==> src/rtl/core/sdt_pkg.sv <==
// Shared types, widths and constants for the Sobel double threshold classifier.
// Used by every module in rtl/core; depends on nothing.
package sdt_pkg;

  localparam int MAX_WIDTH_DEF = 4096;

  localparam int SUM_W  = 10;
  localparam int POS_W  = 12;
  localparam int SIZE_W = 13;
  localparam int THR_W  = 21;
  localparam int GRAD_W = 13;
  localparam int SQ_W   = 24;
  localparam int MAG_W  = 25;
  localparam int APB_AW = 4;
  localparam int APB_DW = 32;

  localparam int SIZE_MIN = 3;
  localparam int SIZE_MAX = 4096;

  localparam logic [SIZE_W-1:0] WIDTH_RST  = 13'd640;
  localparam logic [SIZE_W-1:0] HEIGHT_RST = 13'd480;
  localparam logic [THR_W-1:0]  LOW_RST    = 21'd5000;
  localparam logic [THR_W-1:0]  HIGH_RST   = 21'd35000;

  localparam logic [1:0] CLASS_NONE   = 2'd0;
  localparam logic [1:0] CLASS_WEAK   = 2'd1;
  localparam logic [1:0] CLASS_STRONG = 2'd2;

  typedef enum logic [1:0] {
    REG_IMAGE_WIDTH,
    REG_IMAGE_HEIGHT,
    REG_LOW_THRESHOLD,
    REG_HIGH_THRESHOLD
  } reg_idx_t;

  typedef struct packed {
    logic [7:0] red;
    logic [7:0] green;
    logic [7:0] blue;
    logic       frame_start;
  } pixel_t;

  typedef struct packed {
    logic [POS_W-1:0] center_row;
    logic [POS_W-1:0] center_col;
    logic [1:0]       edge_class;
    logic             last_of_frame;
  } result_t;

  typedef struct packed {
    logic [POS_W-1:0] row;
    logic [POS_W-1:0] col;
    logic             last;
  } meta_t;

  typedef struct packed {
    logic [POS_W-1:0] width_m1;
    logic [POS_W-1:0] height_m1;
    logic [MAG_W-1:0] low9;
    logic [MAG_W-1:0] high9;
  } cfg_t;

  typedef struct packed {
    logic [SUM_W-1:0] upper;
    logic [SUM_W-1:0] middle;
  } line_pair_t;

  localparam int LINE_PAIR_W = 2 * SUM_W;

  typedef logic [2:0][2:0][SUM_W-1:0] win_t;

endpackage

==> src/rtl/core/sdt_regs.sv <==
// APB-style configuration registers with their clamped and scaled copies.
// Depends on sdt_pkg for the register map, reset values and cfg_t.
module sdt_regs #(
  parameter int MAX_WIDTH = sdt_pkg::MAX_WIDTH_DEF
) (
  input  logic                        clk,
  input  logic                        rst,
  input  logic                        psel,
  input  logic                        penable,
  input  logic                        pwrite,
  input  logic [sdt_pkg::APB_AW-1:0]  paddr,
  input  logic [sdt_pkg::APB_DW-1:0]  pwdata,
  output logic [sdt_pkg::APB_DW-1:0]  prdata,
  output logic                        pready,
  output sdt_pkg::cfg_t               cfg
);

  localparam int WCAP = (MAX_WIDTH < sdt_pkg::SIZE_MAX) ? MAX_WIDTH : sdt_pkg::SIZE_MAX;

  logic [sdt_pkg::SIZE_W-1:0] image_width;
  logic [sdt_pkg::SIZE_W-1:0] image_height;
  logic [sdt_pkg::THR_W-1:0]  low_threshold;
  logic [sdt_pkg::THR_W-1:0]  high_threshold;
  logic                       wr;
  sdt_pkg::reg_idx_t          idx;

  function automatic logic [sdt_pkg::POS_W-1:0] size_m1(
    input logic [sdt_pkg::SIZE_W-1:0] v,
    input logic [sdt_pkg::SIZE_W-1:0] cap
  );
    logic [sdt_pkg::SIZE_W-1:0] r;
    if (v < sdt_pkg::SIZE_W'(sdt_pkg::SIZE_MIN)) begin
      r = sdt_pkg::SIZE_W'(sdt_pkg::SIZE_MIN - 1);
    end else if (v > cap) begin
      r = cap - 13'd1;
    end else begin
      r = v - 13'd1;
    end
    return r[sdt_pkg::POS_W-1:0];
  endfunction

  function automatic logic [sdt_pkg::MAG_W-1:0] times9(input logic [sdt_pkg::THR_W-1:0] v);
    return {v, 3'b000} + sdt_pkg::MAG_W'(v);
  endfunction

  assign wr     = psel && penable && pwrite;
  assign idx    = sdt_pkg::reg_idx_t'(paddr[3:2]);
  assign pready = 1'b1;

  always_ff @(posedge clk) begin
    if (rst) begin
      image_width    <= sdt_pkg::WIDTH_RST;
      image_height   <= sdt_pkg::HEIGHT_RST;
      low_threshold  <= sdt_pkg::LOW_RST;
      high_threshold <= sdt_pkg::HIGH_RST;
      cfg.width_m1   <= size_m1(sdt_pkg::WIDTH_RST, sdt_pkg::SIZE_W'(WCAP));
      cfg.height_m1  <= size_m1(sdt_pkg::HEIGHT_RST, sdt_pkg::SIZE_W'(sdt_pkg::SIZE_MAX));
      cfg.low9       <= times9(sdt_pkg::LOW_RST);
      cfg.high9      <= times9(sdt_pkg::HIGH_RST);
    end else if (wr) begin
      unique case (idx)
        sdt_pkg::REG_IMAGE_WIDTH: begin
          image_width  <= pwdata[sdt_pkg::SIZE_W-1:0];
          cfg.width_m1 <= size_m1(pwdata[sdt_pkg::SIZE_W-1:0], sdt_pkg::SIZE_W'(WCAP));
        end
        sdt_pkg::REG_IMAGE_HEIGHT: begin
          image_height  <= pwdata[sdt_pkg::SIZE_W-1:0];
          cfg.height_m1 <= size_m1(pwdata[sdt_pkg::SIZE_W-1:0],
                                   sdt_pkg::SIZE_W'(sdt_pkg::SIZE_MAX));
        end
        sdt_pkg::REG_LOW_THRESHOLD: begin
          low_threshold <= pwdata[sdt_pkg::THR_W-1:0];
          cfg.low9      <= times9(pwdata[sdt_pkg::THR_W-1:0]);
        end
        sdt_pkg::REG_HIGH_THRESHOLD: begin
          high_threshold <= pwdata[sdt_pkg::THR_W-1:0];
          cfg.high9      <= times9(pwdata[sdt_pkg::THR_W-1:0]);
        end
        default: begin
        end
      endcase
    end
  end

  always_comb begin
    unique case (idx)
      sdt_pkg::REG_IMAGE_WIDTH:    prdata = sdt_pkg::APB_DW'(image_width);
      sdt_pkg::REG_IMAGE_HEIGHT:   prdata = sdt_pkg::APB_DW'(image_height);
      sdt_pkg::REG_LOW_THRESHOLD:  prdata = sdt_pkg::APB_DW'(low_threshold);
      sdt_pkg::REG_HIGH_THRESHOLD: prdata = sdt_pkg::APB_DW'(high_threshold);
      default:                     prdata = '0;
    endcase
  end

endmodule

==> config.mk <==
export PLATFORM = sky130hd
export DESIGN_NAME = sdt_regs
export DESIGN_NICKNAME = d
export VERILOG_FILES = /design/src/rtl/core/sdt_pkg.sv /design/src/rtl/core/sdt_regs.sv
export SDC_FILE = /design/constraint.sdc
export NUM_CORES = 1
export LEC_CHECK = 0
export BUFFER_PORTS_ARGS = -buffer_cell sky130_fd_sc_hd__buf_2
export CAP_MARGIN = 10
export CORE_MARGIN = 2
export CORE_UTILIZATION = 40
export DETAILED_ROUTE_END_ITERATION = 8
export SYNTH_ARGS = -nofsm -noshare
export SYNTH_HDL_FRONTEND = slang
export SYNTH_SLANG_ARGS = --single-unit
==> constraint.sdc <==
create_clock -name clk -period 2.35 [get_ports clk]
set_input_delay 0.235 -clock clk [delete_from_list [all_inputs] [get_ports clk]]
set_output_delay 0.235 -clock clk [all_outputs]
set_load 0.02 [all_outputs]
==> results.tsv <==
metric	value	unit
CTS Buf Count	17	
CP most frequent cell	a311oi_1	
Post-Syn Instances	821	
maxcap violations	0	
clock skew	0	ps
clock slew at reported path FFs	60	ps
final setup vio count	0	
CTS sink cnt	136	
Cell Chain, Critical Path	buf_2, ha_1, inv_1, fa_1, nor2b_1, o2111ai_1, a311oi_1, buf_4, o21ai_0, a2bb2oi_1, a311oi_1	
Storage cell area	2720	um2
Die H	135	um
top post-synthesis cells by area	dfxtp_1 40%, nand2_1 10%, a21oi_1 6.3%	
pin count of the biggest net entering global routing	95	
Critical Path Max Stage Delay	400	ps
drt initial violations	384	
final hold viol count	0	
post-layout min period	2120	ps
max_slew headroom	39.5	%
Worst Hold Path Cells	3	
Worst Hold Class	in2reg	
postcts setup bufs	0	
CP max-delay cell	fa_1	
FILL cells	1637	
layout net count	1005	
register area share after synthesis	40.0	%
Synth top cells by count	186 x nand2_1, 136 x dfxtp_1, 86 x a21oi_1, 54 x clkbuf_1	
Post-DRT Antenna Nets	0	
Critical Path RT	2670	ps
Reg2Reg Depth	3	
total global routing overflow	0	
hold buffer count at cts	0	
FF+latch count, synth	136	
Port Buffers	122	
Die Wd	135	um
Syn Area/Cell	8.30	um2
Initial Util	40.9	%
Post-synth EDFFs	0	
RSZ-0062 raised after global routing	false	
Worst Tran Pin Value	907	ps
synth unique cells	59	
cell with the most instances after synthesis	nand2_1	
vias per cell	5.30	
fin util	50.9	%
CP startpoint kind	input pin	
first-pass iteration count of the detailed router	5	
DPL Wire Length	13500	um
leakage	3.44	nW
DRC viols	0	
worst setup margin	234	ps
CTS tree	yes	
initial antenna violation count	0	
Synth top area share	40.0	%
vias in the first global route	5752	
Max Fanout on Critical Path	5	
r2r endpoint	cfg[63]	
Crit. End Element	flip-flop	
via count	6234	
root buf cell	clkbuf_16	
layout cells sized above 1	24.7	%
Core ar.	16600	um2
critical path type	in2reg	
Syn. warnings	0	
VDD IR-drop max	515	uV
Tot Pwr	6.20	mW
worst r2r src	cfg[63]	
Post-Syn Area	6810	um2
status	completed	
PwrDens	732	nW/um2
first-pass GRT wire length	30900	um
asr flop ratio synth	0	%
CTS H-tree depth	4	
Area Growth Syn to Fin	24.3	%
Clk Latency, worst-skew pair	430	ps
die area	18100	um2
Worst Hold End	low_threshold[17]	
Fmax	473	MHz
Slew Limit Fails	0	
post-cts sizing count	0	
Top FF cell, synth	dfxtp_1	
Clock Path Buffers	2	
Placer Congestion	0.826	
Routed wire per std cell	16.5	um
IO Pins	148	
area of the multi-input gates	3680	um2
R2R setup slack	1470	ps
setup slack at placement	-156	ps
Synth area leader	dfxtp_1	
fin crit share	90.1	%
diode count	0	
row count	47	
Total Routing Usage GR	21.7	%
wirelength, routed	19400	um
CP arrival	2440	ps
HP Start	pwdata[17]	
-- metal layers --
layer / global-route usage, % / part of all wire, % / up-vias / routed length (um)
li1: - / - / 3106 / -
met1: 28.2 / 46 / 2962 / 8820
met2: 36.5 / 49 / 150 / 9470
met3: 4.28 / 4.2 / 16 / 821
met4: 6.78 / 1.2 / 0 / 238
met5: 0 / 0 / - / 0
-- sequential cells by signal, indices dropped and copies added, names as in the netlist --
register,cells
high_threshold,18
image_width,13
cfg,74
image_height,13
low_threshold,18
-- report_power, final --
| group | internal (mW) | switching, mW | leakage (nW) |
|---|---|---|---|
| clock network | 2.03 | 1.03 | 0.325 |
| logic | 0.297 | 0.480 | 2.02 |
| registers | 2.35 | 0.0210 | 1.10 |
| total | 4.67 | 1.53 | 3.44 |
-- stage by stage --
stage | instances | setup TNS, ps | cell area, um2 | hold slack, ps
3_5_place_dp | 1144 | -1360 | 7790 | 445
2_1_floorplan | 831 | 0 | 6850 | 356
3_3_place_gp | 1144 | -1550 | 7790 | 441
6_report | 1176 | 0 | 8470 | 96.5
5_1_grt | 1176 | 0 | 8470 | 104
4_1_cts | 1176 | 0 | 8470 | 85.0
-- worst max-delay path: cells and delay by family --
family	cells	cell delay, ps
and+or+nand+nor	1	170
buffers and inverters	3	340
AOI/OAI and AO/OA	5	1130
adders and majority gates	2	560
-- logic make-up after synthesis --
kind of cell,Yosys count,synth area share (%)
AO/OA/AOI/OAI,195,18.3
XOR/XNOR,18,2.31
adder cells (fa/ha/maj),21,3.97
buffers and inverters,97,6.61
flip-flops,136,40.0
multiplexers,25,6.06
other,2,0.110
AND/OR/NAND/NOR,327,22.7
-- worst max path at each step --
stage	start	endpoint	slack, ps	cells past startpoint
2_1_floorplan	pwdata[8]	cfg[22]	90	8
3_3_place_gp	pwdata[0]	cfg[21]	-170	11
3_5_place_dp	pwdata[0]	cfg[44]	-160	11
4_1_cts	pwdata[0]	cfg[21]	240	11
5_1_grt	pwdata[3]	cfg[21]	20	11
6_report	pwdata[0]	cfg[21]	230	11
-- final cells by class --
class	instances	share of cell area [%]
inverter	12	0.532
multi-input combinational	598	43.5
timing repair buffer	178	12.5
sequential	136	32.2
clock buffer	22	5.84
tap	220	3.25
clock inverter	10	2.20
-- layout by cell type, fill, tap and decap left out, types with 5 or more instances in the layout --
cell / n
mux4_2: 13
buf_2: 121
dfxtp_1: 136
conb_1: 12
o21ai_0: 27
nor3_1: 10
bufinv_16: 5
o31ai_1: 5
o211ai_1: 5
nand3_1: 14
a31oi_1: 9
a211oi_1: 5
nand2_1: 186
nor2b_1: 12
nor2_1: 30
buf_4: 55
xnor2_1: 14
nand3b_1: 31
clkbuf_16: 17
a21o_1: 9
a221o_1: 14
clkbuf_8: 5
a211o_1: 7
ha_1: 20
mux2i_1: 12
inv_1: 12
o21a_1: 5
a21oi_1: 86
or3_1: 9
(Power assumes the default switching activity.)
