<file path="src/rtl/core/sdt_pkg.sv">
// Shared types, widths and constants for the Sobel double threshold classifier.
// Used by every module in rtl/core; depends on nothing.
package sdt_pkg;

  localparam int MAX_WIDTH_DEF = 4096;

  localparam int SUM_W  = 10;
  localparam int POS_W  = 12;
  localparam int SIZE_W = 13;
  localparam int THR_W  = 21;
  localparam int GRAD_W = 13;
  localparam int SQ_W   = 24;
  localparam int MAG_W  = 25;
  localparam int APB_AW = 4;
  localparam int APB_DW = 32;

  localparam int SIZE_MIN = 3;
  localparam int SIZE_MAX = 4096;

  localparam logic [SIZE_W-1:0] WIDTH_RST  = 13'd640;
  localparam logic [SIZE_W-1:0] HEIGHT_RST = 13'd480;
  localparam logic [THR_W-1:0]  LOW_RST    = 21'd5000;
  localparam logic [THR_W-1:0]  HIGH_RST   = 21'd35000;

  localparam logic [1:0] CLASS_NONE   = 2'd0;
  localparam logic [1:0] CLASS_WEAK   = 2'd1;
  localparam logic [1:0] CLASS_STRONG = 2'd2;

  typedef enum logic [1:0] {
    REG_IMAGE_WIDTH,
    REG_IMAGE_HEIGHT,
    REG_LOW_THRESHOLD,
    REG_HIGH_THRESHOLD
  } reg_idx_t;

  typedef struct packed {
    logic [7:0] red;
    logic [7:0] green;
    logic [7:0] blue;
    logic       frame_start;
  } pixel_t;

  typedef struct packed {
    logic [POS_W-1:0] center_row;
    logic [POS_W-1:0] center_col;
    logic [1:0]       edge_class;
    logic             last_of_frame;
  } result_t;

  typedef struct packed {
    logic [POS_W-1:0] row;
    logic [POS_W-1:0] col;
    logic             last;
  } meta_t;

  typedef struct packed {
    logic [POS_W-1:0] width_m1;
    logic [POS_W-1:0] height_m1;
    logic [MAG_W-1:0] low9;
    logic [MAG_W-1:0] high9;
  } cfg_t;

  typedef struct packed {
    logic [SUM_W-1:0] upper;
    logic [SUM_W-1:0] middle;
  } line_pair_t;

  localparam int LINE_PAIR_W = 2 * SUM_W;

  typedef logic [2:0][2:0][SUM_W-1:0] win_t;

endpackage

</file>
<file path="src/rtl/core/sdt_grad.sv">
// Sobel gradients, squared magnitude and double threshold, in three pipeline stages.
// Depends on sdt_pkg for the window, metadata and result types.
module sdt_grad (
  input  logic                      clk,
  input  logic                      rst,
  input  logic                      in_valid,
  output logic                      in_ready,
  input  sdt_pkg::win_t             win,
  input  sdt_pkg::meta_t            meta,
  input  logic [sdt_pkg::MAG_W-1:0] low9,
  input  logic [sdt_pkg::MAG_W-1:0] high9,
  output logic                      res_valid,
  input  logic                      res_stall,
  output sdt_pkg::result_t          res
);

  logic                             va;
  logic                             vb;
  logic                             ready_a;
  logic                             ready_b;
  logic                             ready_c;
  logic signed [sdt_pkg::GRAD_W-1:0] gx;
  logic signed [sdt_pkg::GRAD_W-1:0] gy;
  logic signed [sdt_pkg::GRAD_W-1:0] gx_a;
  logic signed [sdt_pkg::GRAD_W-1:0] gy_a;
  logic signed [2*sdt_pkg::GRAD_W-1:0] gx_w;
  logic signed [2*sdt_pkg::GRAD_W-1:0] gy_w;
  logic signed [2*sdt_pkg::GRAD_W-1:0] sqx_full;
  logic signed [2*sdt_pkg::GRAD_W-1:0] sqy_full;
  logic [sdt_pkg::SQ_W-1:0]         sqx;
  logic [sdt_pkg::SQ_W-1:0]         sqy;
  logic [sdt_pkg::MAG_W-1:0]        mag;
  logic [1:0]                       cls;
  sdt_pkg::meta_t                   meta_a;
  sdt_pkg::meta_t                   meta_b;

  function automatic logic signed [sdt_pkg::GRAD_W-1:0] sx(input logic [sdt_pkg::SUM_W-1:0] v);
    return $signed({{(sdt_pkg::GRAD_W - sdt_pkg::SUM_W){1'b0}}, v});
  endfunction

  assign ready_c  = !res_valid || !res_stall;
  assign ready_b  = !vb || ready_c;
  assign ready_a  = !va || ready_b;
  assign in_ready = ready_a;

  always_comb begin
    gx = (sx(win[0][0]) + (sx(win[1][0]) <<< 1) + sx(win[2][0]))
       - (sx(win[0][2]) + (sx(win[1][2]) <<< 1) + sx(win[2][2]));
    gy = (sx(win[0][0]) + (sx(win[0][1]) <<< 1) + sx(win[0][2]))
       - (sx(win[2][0]) + (sx(win[2][1]) <<< 1) + sx(win[2][2]));
    gx_w     = gx_a;
    gy_w     = gy_a;
    sqx_full = gx_w * gx_w;
    sqy_full = gy_w * gy_w;
    mag      = sdt_pkg::MAG_W'(sqx) + sdt_pkg::MAG_W'(sqy);
    if (mag < low9) begin
      cls = sdt_pkg::CLASS_NONE;
    end else if (mag < high9) begin
      cls = sdt_pkg::CLASS_WEAK;
    end else begin
      cls = sdt_pkg::CLASS_STRONG;
    end
  end

  always_ff @(posedge clk) begin
    if (rst) begin
      va        <= 1'b0;
      vb        <= 1'b0;
      res_valid <= 1'b0;
    end else begin
      if (ready_a) begin
        va <= in_valid;
      end
      if (ready_b) begin
        vb <= va;
      end
      if (ready_c) begin
        res_valid <= vb;
      end
    end
  end

  always_ff @(posedge clk) begin
    if (ready_a) begin
      gx_a   <= gx;
      gy_a   <= gy;
      meta_a <= meta;
    end
    if (ready_b) begin
      sqx    <= sqx_full[sdt_pkg::SQ_W-1:0];
      sqy    <= sqy_full[sdt_pkg::SQ_W-1:0];
      meta_b <= meta_a;
    end
    if (ready_c) begin
      res.center_row    <= meta_b.row;
      res.center_col    <= meta_b.col;
      res.edge_class    <= cls;
      res.last_of_frame <= meta_b.last;
    end
  end

endmodule

</file>
<file path="config.mk">
export PLATFORM = sky130hd
export DESIGN_NAME = sdt_grad
export DESIGN_NICKNAME = d
export VERILOG_FILES = /design/src/rtl/core/sdt_pkg.sv /design/src/rtl/core/sdt_grad.sv
export SDC_FILE = /design/constraint.sdc
export NUM_CORES = 1
export LEC_CHECK = 0
export ABC_AREA = 1
export BUFFER_PORTS_ARGS = -buffer_cell sky130_fd_sc_hd__buf_2
export CORE_MARGIN = 3
export CORE_UTILIZATION = 60
export DETAILED_ROUTE_END_ITERATION = 10
export PLACE_DENSITY = 0.8
export SLEW_MARGIN = 25
export SYNTH_ARGS = -nofsm -noshare
export SYNTH_HDL_FRONTEND = slang
export SYNTH_SLANG_ARGS = --single-unit
</file>
<file path="constraint.sdc">
create_clock -name clk -period 7.2 [get_ports clk]
set_input_delay 1.44 -clock clk [delete_from_list [all_inputs] [get_ports clk]]
set_output_delay 1.44 -clock clk [all_outputs]
set_load 0.005 [all_outputs]
</file>
==> flow_metrics.env, run 1 <==
export IMPL_status="finished, final reports clean"
export IMPL_max_slew_margin_rel_pct=45.0
export IMPL_nets=3329
export IMPL_drt_iter0_markers=871
export IMPL_dr_pass1_iters=7
export IMPL_numCtsBuffers=17
export IMPL_cp_required_ns=7.38
export IMPL_fillers=2738
export IMPL_worst_pin_slew_ns=0.825
export IMPL_postCtsHoldBufs=0
export IMPL_boundaryPins=198
export IMPL_clock_sinks=152
export IMPL_insertion_delay_ns=0.42
export IMPL_syn_area_um2=21600
export IMPL_num_rows=68
export IMPL_min_delay_path_class="reg2reg"
export IMPL_drcViolationCount=0
export IMPL_place_area_um2=23000
export IMPL_worst_setup_path_type="reg2reg"
export IMPL_endpoint_kind="flip-flop"
export IMPL_design_core_area_um2=35000
export IMPL_cts_root_buffer="clkbuf_16"
export IMPL_seq_area_um2=4530
export IMPL_antenna_found_initial=4
export IMPL_grt_max_degree=59
export IMPL_yosys_most_used_dff="edfxtp_1"
export IMPL_ctsResizeCount=0
export IMPL_io_buffer_count=187
export IMPL_cts_setup_buffers=0
export IMPL_routedWlPerCell_um=15.9
export IMPL_grt_pass1_wl_mm=81.5
export IMPL_ys_seq_area_share_pct=21.0
export IMPL_hpwl_mm=42.0
export IMPL_drive_above_1_share_pct=9.91
export IMPL_finalHoldViolations=0
export IMPL_die_area_um2=38200
export IMPL_start_util_pct=61.6
export IMPL_min_period_over_period_pct=83.0
export IMPL_synth_enable_flop_cells=149
export IMPL_use_met2_pct=46.2
export IMPL_fin_crit_ns=5.98
export IMPL_skew_ns=0.00802
export IMPL_maxSlewViolCount=0
export IMPL_worst_path_max_fanout=22
export IMPL_h_tree_depth=4
export IMPL_finalSetupTns_ns=0
export IMPL_final_area_um2=23600
export IMPL_arrival_ns=6.16
export IMPL_synthToLayoutAreaGrowth_pct=9.48
export IMPL_fmax_mhz=167
export IMPL_use_met3_pct=5.12
export IMPL_routed_wl_mm=48.5
export IMPL_startpoint_type="flip-flop"
export IMPL_rsz0062_at_grt="false"
export IMPL_num_vias=16100
export IMPL_gr_usage_met1_pct=33.5
export IMPL_gr_total_overflow=0
export IMPL_ant_nets=0
export IMPL_grt_pass1_vias=17300
export IMPL_busiest_layer="met2"
export IMPL_finalSetupViolCount=0
export IMPL_cap_viol_max_count=0
export IMPL_multi_input_area_um2=14600
export IMPL_synthCells=2400
export IMPL_clk_pin_slew_ns=0.07
export IMPL_synth_cell_types=36
export IMPL_clockBufferDepth=2
export IMPL_place_gp_congestion=0.978
export IMPL_ys_warnings_count=0
export IMPL_grt_usage_pct=26.3
export IMPL_synth_fp_nets=3148
export IMPL_die_height_um=196
export IMPL_syn_area_per_cell_um2=8.98
export IMPL_async_flop_share_pct=0
export IMPL_cts_tree="yes"
export IMPL_chipWidth_um=196
export IMPL_routed_via_density=5.27
export IMPL_ys_ff_latch=152
## placed cells by master (no fill, tap or decap), types with 7 or more instances in the layout
cell type and n:
inv_1 625, nand2_1 497, fa_1 340, ha_1 239
buf_2 187, edfxtp_1 149, nor2_1 126, a21oi_1 101
nand3_1 70, xor2_1 51, o21ai_0 37, nand4_1 25
xnor2_1 20, clkbuf_16 17, nand2_2 13, nor3_1 11
o21bai_1 9, nor2_2 8, a21o_1 7
## state kept, by name, indices dropped and copies added, names as in the netlist
| signal | count |
|---|---|
| res | 27 |
| meta_a | 25 |
| meta_b | 25 |
| sqx | 23 |
| sqy | 23 |
| gx_a | 13 |
| gy_a | 13 |
| res_valid | 1 |
| va | 1 |
| vb | 1 |
## synthesized netlist by cell type, types with 7 or more instances
cell type	n	share of area (%)
a21oi_1	101	2.3
o21bai_1	9	0.31
o21ai_0	37	0.86
xnor2_1	20	0.81
nand2_1	498	8.7
a21o_1	7	0.24
nand3_1	70	1.6
inv_1	626	11
fa_1	340	32
nand4_1	25	0.73
xor2_1	51	2.1
nor2_1	126	2.2
nand2_2	12	0.35
nor3_1	11	0.26
edfxtp_1	149	21
nor2_2	8	0.23
clkbuf_1	26	0.45
ha_1	239	14
## cell type report
class	count	area share, %
Multi-Input combinational cell	1593	61.7
Antenna cell	3	0.0318
Timing Repair Buffer	191	4.09
Tap cell	455	2.41
Inverter	626	9.96
Clock buffer	17	1.80
Sequential cell	152	19.2
Clock inverter	15	0.780
## cell families (layout without fill, tap and decap cells)
logic type | count (synthesis) | count (layout) | synth area share [%]
and+or+nand+nor | 765 | 765 | 14.6
buffers and inverters | 655 | 849 | 11.4
adders and majority gates | 579 | 579 | 45.5
AOI/OAI and AO/OA | 178 | 178 | 4.62
DFF | 152 | 152 | 21.0
xor gates and xnor gates | 71 | 71 | 2.89
other | 0 | 3 | 0
## worst max-delay path: stages, from the launching register on
cell and delay, ns:
edfxtp_1 0.89, nand2_1 0.30, fa_1 0.64, inv_1 0.07, fa_1 0.77, fa_1 0.53, fa_1 0.55, inv_1 0.05
fa_1 0.48, inv_1 0.04, ha_1 0.27, ha_1 0.38, nand2_2 0.10, nor2_2 0.13, inv_1 0.07, nor2_2 0.09
nand3_1 0.08, nand3_1 0.14, inv_1 0.05, nand2_1 0.06, nand2_1 0.04
## per-layer routing
| layer | wire [um] | vias up |
|---|---|---|
| met3 | 3610 | 87 |
| li1 | - | 7693 |
| met1 | 19800 | 7717 |
| met4 | 1080 | 6 |
| met2 | 23900 | 582 |
| met5 | 30 | - |
## path summary, 6_finish.rpt
check,start,to,slack [ns],depth (start not counted)
hold / removal,meta_b[10]$_DFFE_PP_,res[12]$_DFFE_PP_,0.42,0
setup reg to reg,gy_a[12]$_DFFE_PP_,sqy[23]$_DFFE_PP_,1.22,20
hold reg to reg,meta_b[10]$_DFFE_PP_,res[12]$_DFFE_PP_,0.42,0
setup / recovery,gy_a[12]$_DFFE_PP_,sqy[23]$_DFFE_PP_,1.22,20
## stage by stage
stage               hold slack (ns)  setup WS [ns]  utilization, %  std cells
finish                        0.415           1.22            67.5       3052
global route                  0.423          0.789            67.5       3050
CTS                           0.415           1.19            67.5       3049
detailed placement            0.405           1.22            65.7       3017
global placement              0.400           1.36            65.7       3017
floorplan                     0.400           1.78               -       2400
Power of run 1 is left out: the tool's default activity adds up to more than one toggle a clock period on the data nets, which glitch-free logic cannot reach.
==> run 2, diff against run 1 <==
==> constraint.sdc (replaced) <==
create_clock -name clk -period 6 [get_ports clk]
set_input_delay 1.2 -clock clk [delete_from_list [all_inputs] [get_ports clk]]
set_output_delay 1.2 -clock clk [all_outputs]
set_load 0.005 [all_outputs]
==> run 2 against run 1 <==
Compared with the run above: setup slack got worse by 0.84 ns; via count about the same; first-iteration DRC count decreased by 7.7%; design area increased by 0.67%; global-route usage increased by 0.16 points; critical path depth increased by 1; register-to-register slack got worse by 0.84 ns; sequential cell count unchanged; die area unchanged; final cell count increased by 0.66%; clock skew increased by 0.0079 ns.
==> flow_metrics.env, run 2 (same netlist as run 1, synthesis figures left out) <==
export IMPL_final_area_um2=23800
export IMPL_cap_viol_max_count=0
export IMPL_reg_largest_list="res (27), meta_a (25), meta_b (25)"
export IMPL_ctsResizeCount=0
export IMPL_arrival_ns=5.79
export IMPL_final_common_cell="inv_1"
export IMPL_clockBufferDepth=2
export IMPL_routed_wl_mm=48.6
export IMPL_layout_common_cells="inv_1, nand2_1, fa_1, ha_1, buf_2"
export IMPL_fillers=2704
export IMPL_postCtsHoldBufs=0
export IMPL_cp_required_ns=6.17
export IMPL_cts_root_buffer="clkbuf_16"
export IMPL_hpwl_mm=42.2
export IMPL_place_area_um2=23100
export IMPL_rsz0062_at_grt="false"
export IMPL_h_tree_depth=4
export IMPL_routed_via_density=5.24
export IMPL_start_util_pct=61.6
export IMPL_wl_met2_mm=24.8
export IMPL_fin_crit_ns=5.61
export IMPL_endpoint_kind="flip-flop"
export IMPL_worst_pin_slew_ns=0.720
export IMPL_dr_pass1_iters=7
export IMPL_cts_tree="yes"
export IMPL_design_core_area_um2=35000
export IMPL_min_delay_path_class="reg2reg"
export IMPL_drt_iter0_markers=804
export IMPL_max_slew_margin_rel_pct=52.0
export IMPL_wl_met3_mm=3.21
export IMPL_finalSetupViolCount=0
export IMPL_finalHoldViolations=0
export IMPL_num_rows=68
export IMPL_numCtsBuffers=17
export IMPL_grt_pass1_wl_mm=82.0
export IMPL_grt_max_degree=53
export IMPL_insertion_delay_ns=0.43
export IMPL_worst_setup_path_type="reg2reg"
export IMPL_top_layer="met5"
export IMPL_die_height_um=196
export IMPL_synthToLayoutAreaGrowth_pct=10.2
export IMPL_chipWidth_um=196
export IMPL_nets=3347
export IMPL_clk_pin_slew_ns=0.08
export IMPL_maxSlewViolCount=0
export IMPL_place_gp_congestion=0.990
export IMPL_min_period_over_period_pct=93.6
export IMPL_antenna_found_initial=4
export IMPL_top_register="res"
export IMPL_clock_sinks=152
export IMPL_routedWlPerCell_um=15.8
export IMPL_gr_total_overflow=0
export IMPL_ant_nets=0
export IMPL_num_vias=16100
export IMPL_die_area_um2=38200
export IMPL_finalSetupTns_ns=0
export IMPL_drcViolationCount=0
export IMPL_largest_register_ffs=27
export IMPL_grt_usage_pct=26.5
export IMPL_drt_met1_wl_mm=19.4
export IMPL_cts_setup_buffers=0
export IMPL_status="finished, final reports clean"
export IMPL_drive_above_1_share_pct=10.6
export IMPL_io_buffer_count=187
export IMPL_boundaryPins=198
export IMPL_grt_pass1_vias=17500
export IMPL_worst_path_max_fanout=14
export IMPL_startpoint_type="flip-flop"
export IMPL_fmax_mhz=178
export IMPL_skew_ns=0.0159
## run 2: final timing paths
path,from,endpoint,slack [ns],cells past startpoint
worst max register to register,gy_a[12]$_DFFE_PP_,sqy[22]$_DFFE_PP_,0.39,21
worst min register to register,meta_a[8]$_DFFE_PP_,meta_b[8]$_DFFE_PP_,0.41,0
worst max-delay path,gy_a[12]$_DFFE_PP_,sqy[22]$_DFFE_PP_,0.39,21
worst min-delay path,meta_a[8]$_DFFE_PP_,meta_b[8]$_DFFE_PP_,0.41,0
## run 2: final cells by class
cell class	instances	area (um^2)	share of cell area [%]
clock inverters	15	199	0.838
well taps	455	569	2.40
repair buffers	209	1100	4.64
diodes	5	12.5	0.0527
inverters	626	2350	9.89
multi-input cells	1593	14600	61.3
clock buffers	17	425	1.79
flip-flops and latches	152	4530	19.1
## run 2: critical path, stage by stage (launching register included)
cell	delay [ns]
edfxtp_1	0.56
buf_4	0.28
nand2_1	0.17
inv_1	0.09
fa_1	0.61
inv_1	0.12
fa_1	0.49
inv_1	0.05
fa_1	0.50
fa_1	0.50
inv_1	0.05
fa_1	0.47
inv_1	0.04
ha_1	0.28
ha_1	0.38
nand2_1	0.12
nor2_1	0.15
inv_1	0.06
nor2_1	0.13
nand4_1	0.12
nand4_1	0.12
nand2_1	0.07
## run 2: metrics by stage
stage	hold WS (ns)	worst slack, ns	instances	utilization (%)
final	0.409	0.386	3072	67.9
after global routing	0.426	0.0673	3068	67.9
after global placement	0.401	0.436	3035	66.1
after detailed placement	0.405	0.354	3035	66.1
after floorplan	0.400	0.579	2400	-
after CTS	0.408	0.337	3067	67.9
## run 2: metal layers
layer / global-route usage, % / vias up
met5: 0 / -
met4: 6.87 / 6
met3: 4.54 / 85
met2: 48.4 / 533
met1: 32.6 / 7726
li1: - / 7734
Power of run 2 is left out for the same reason.
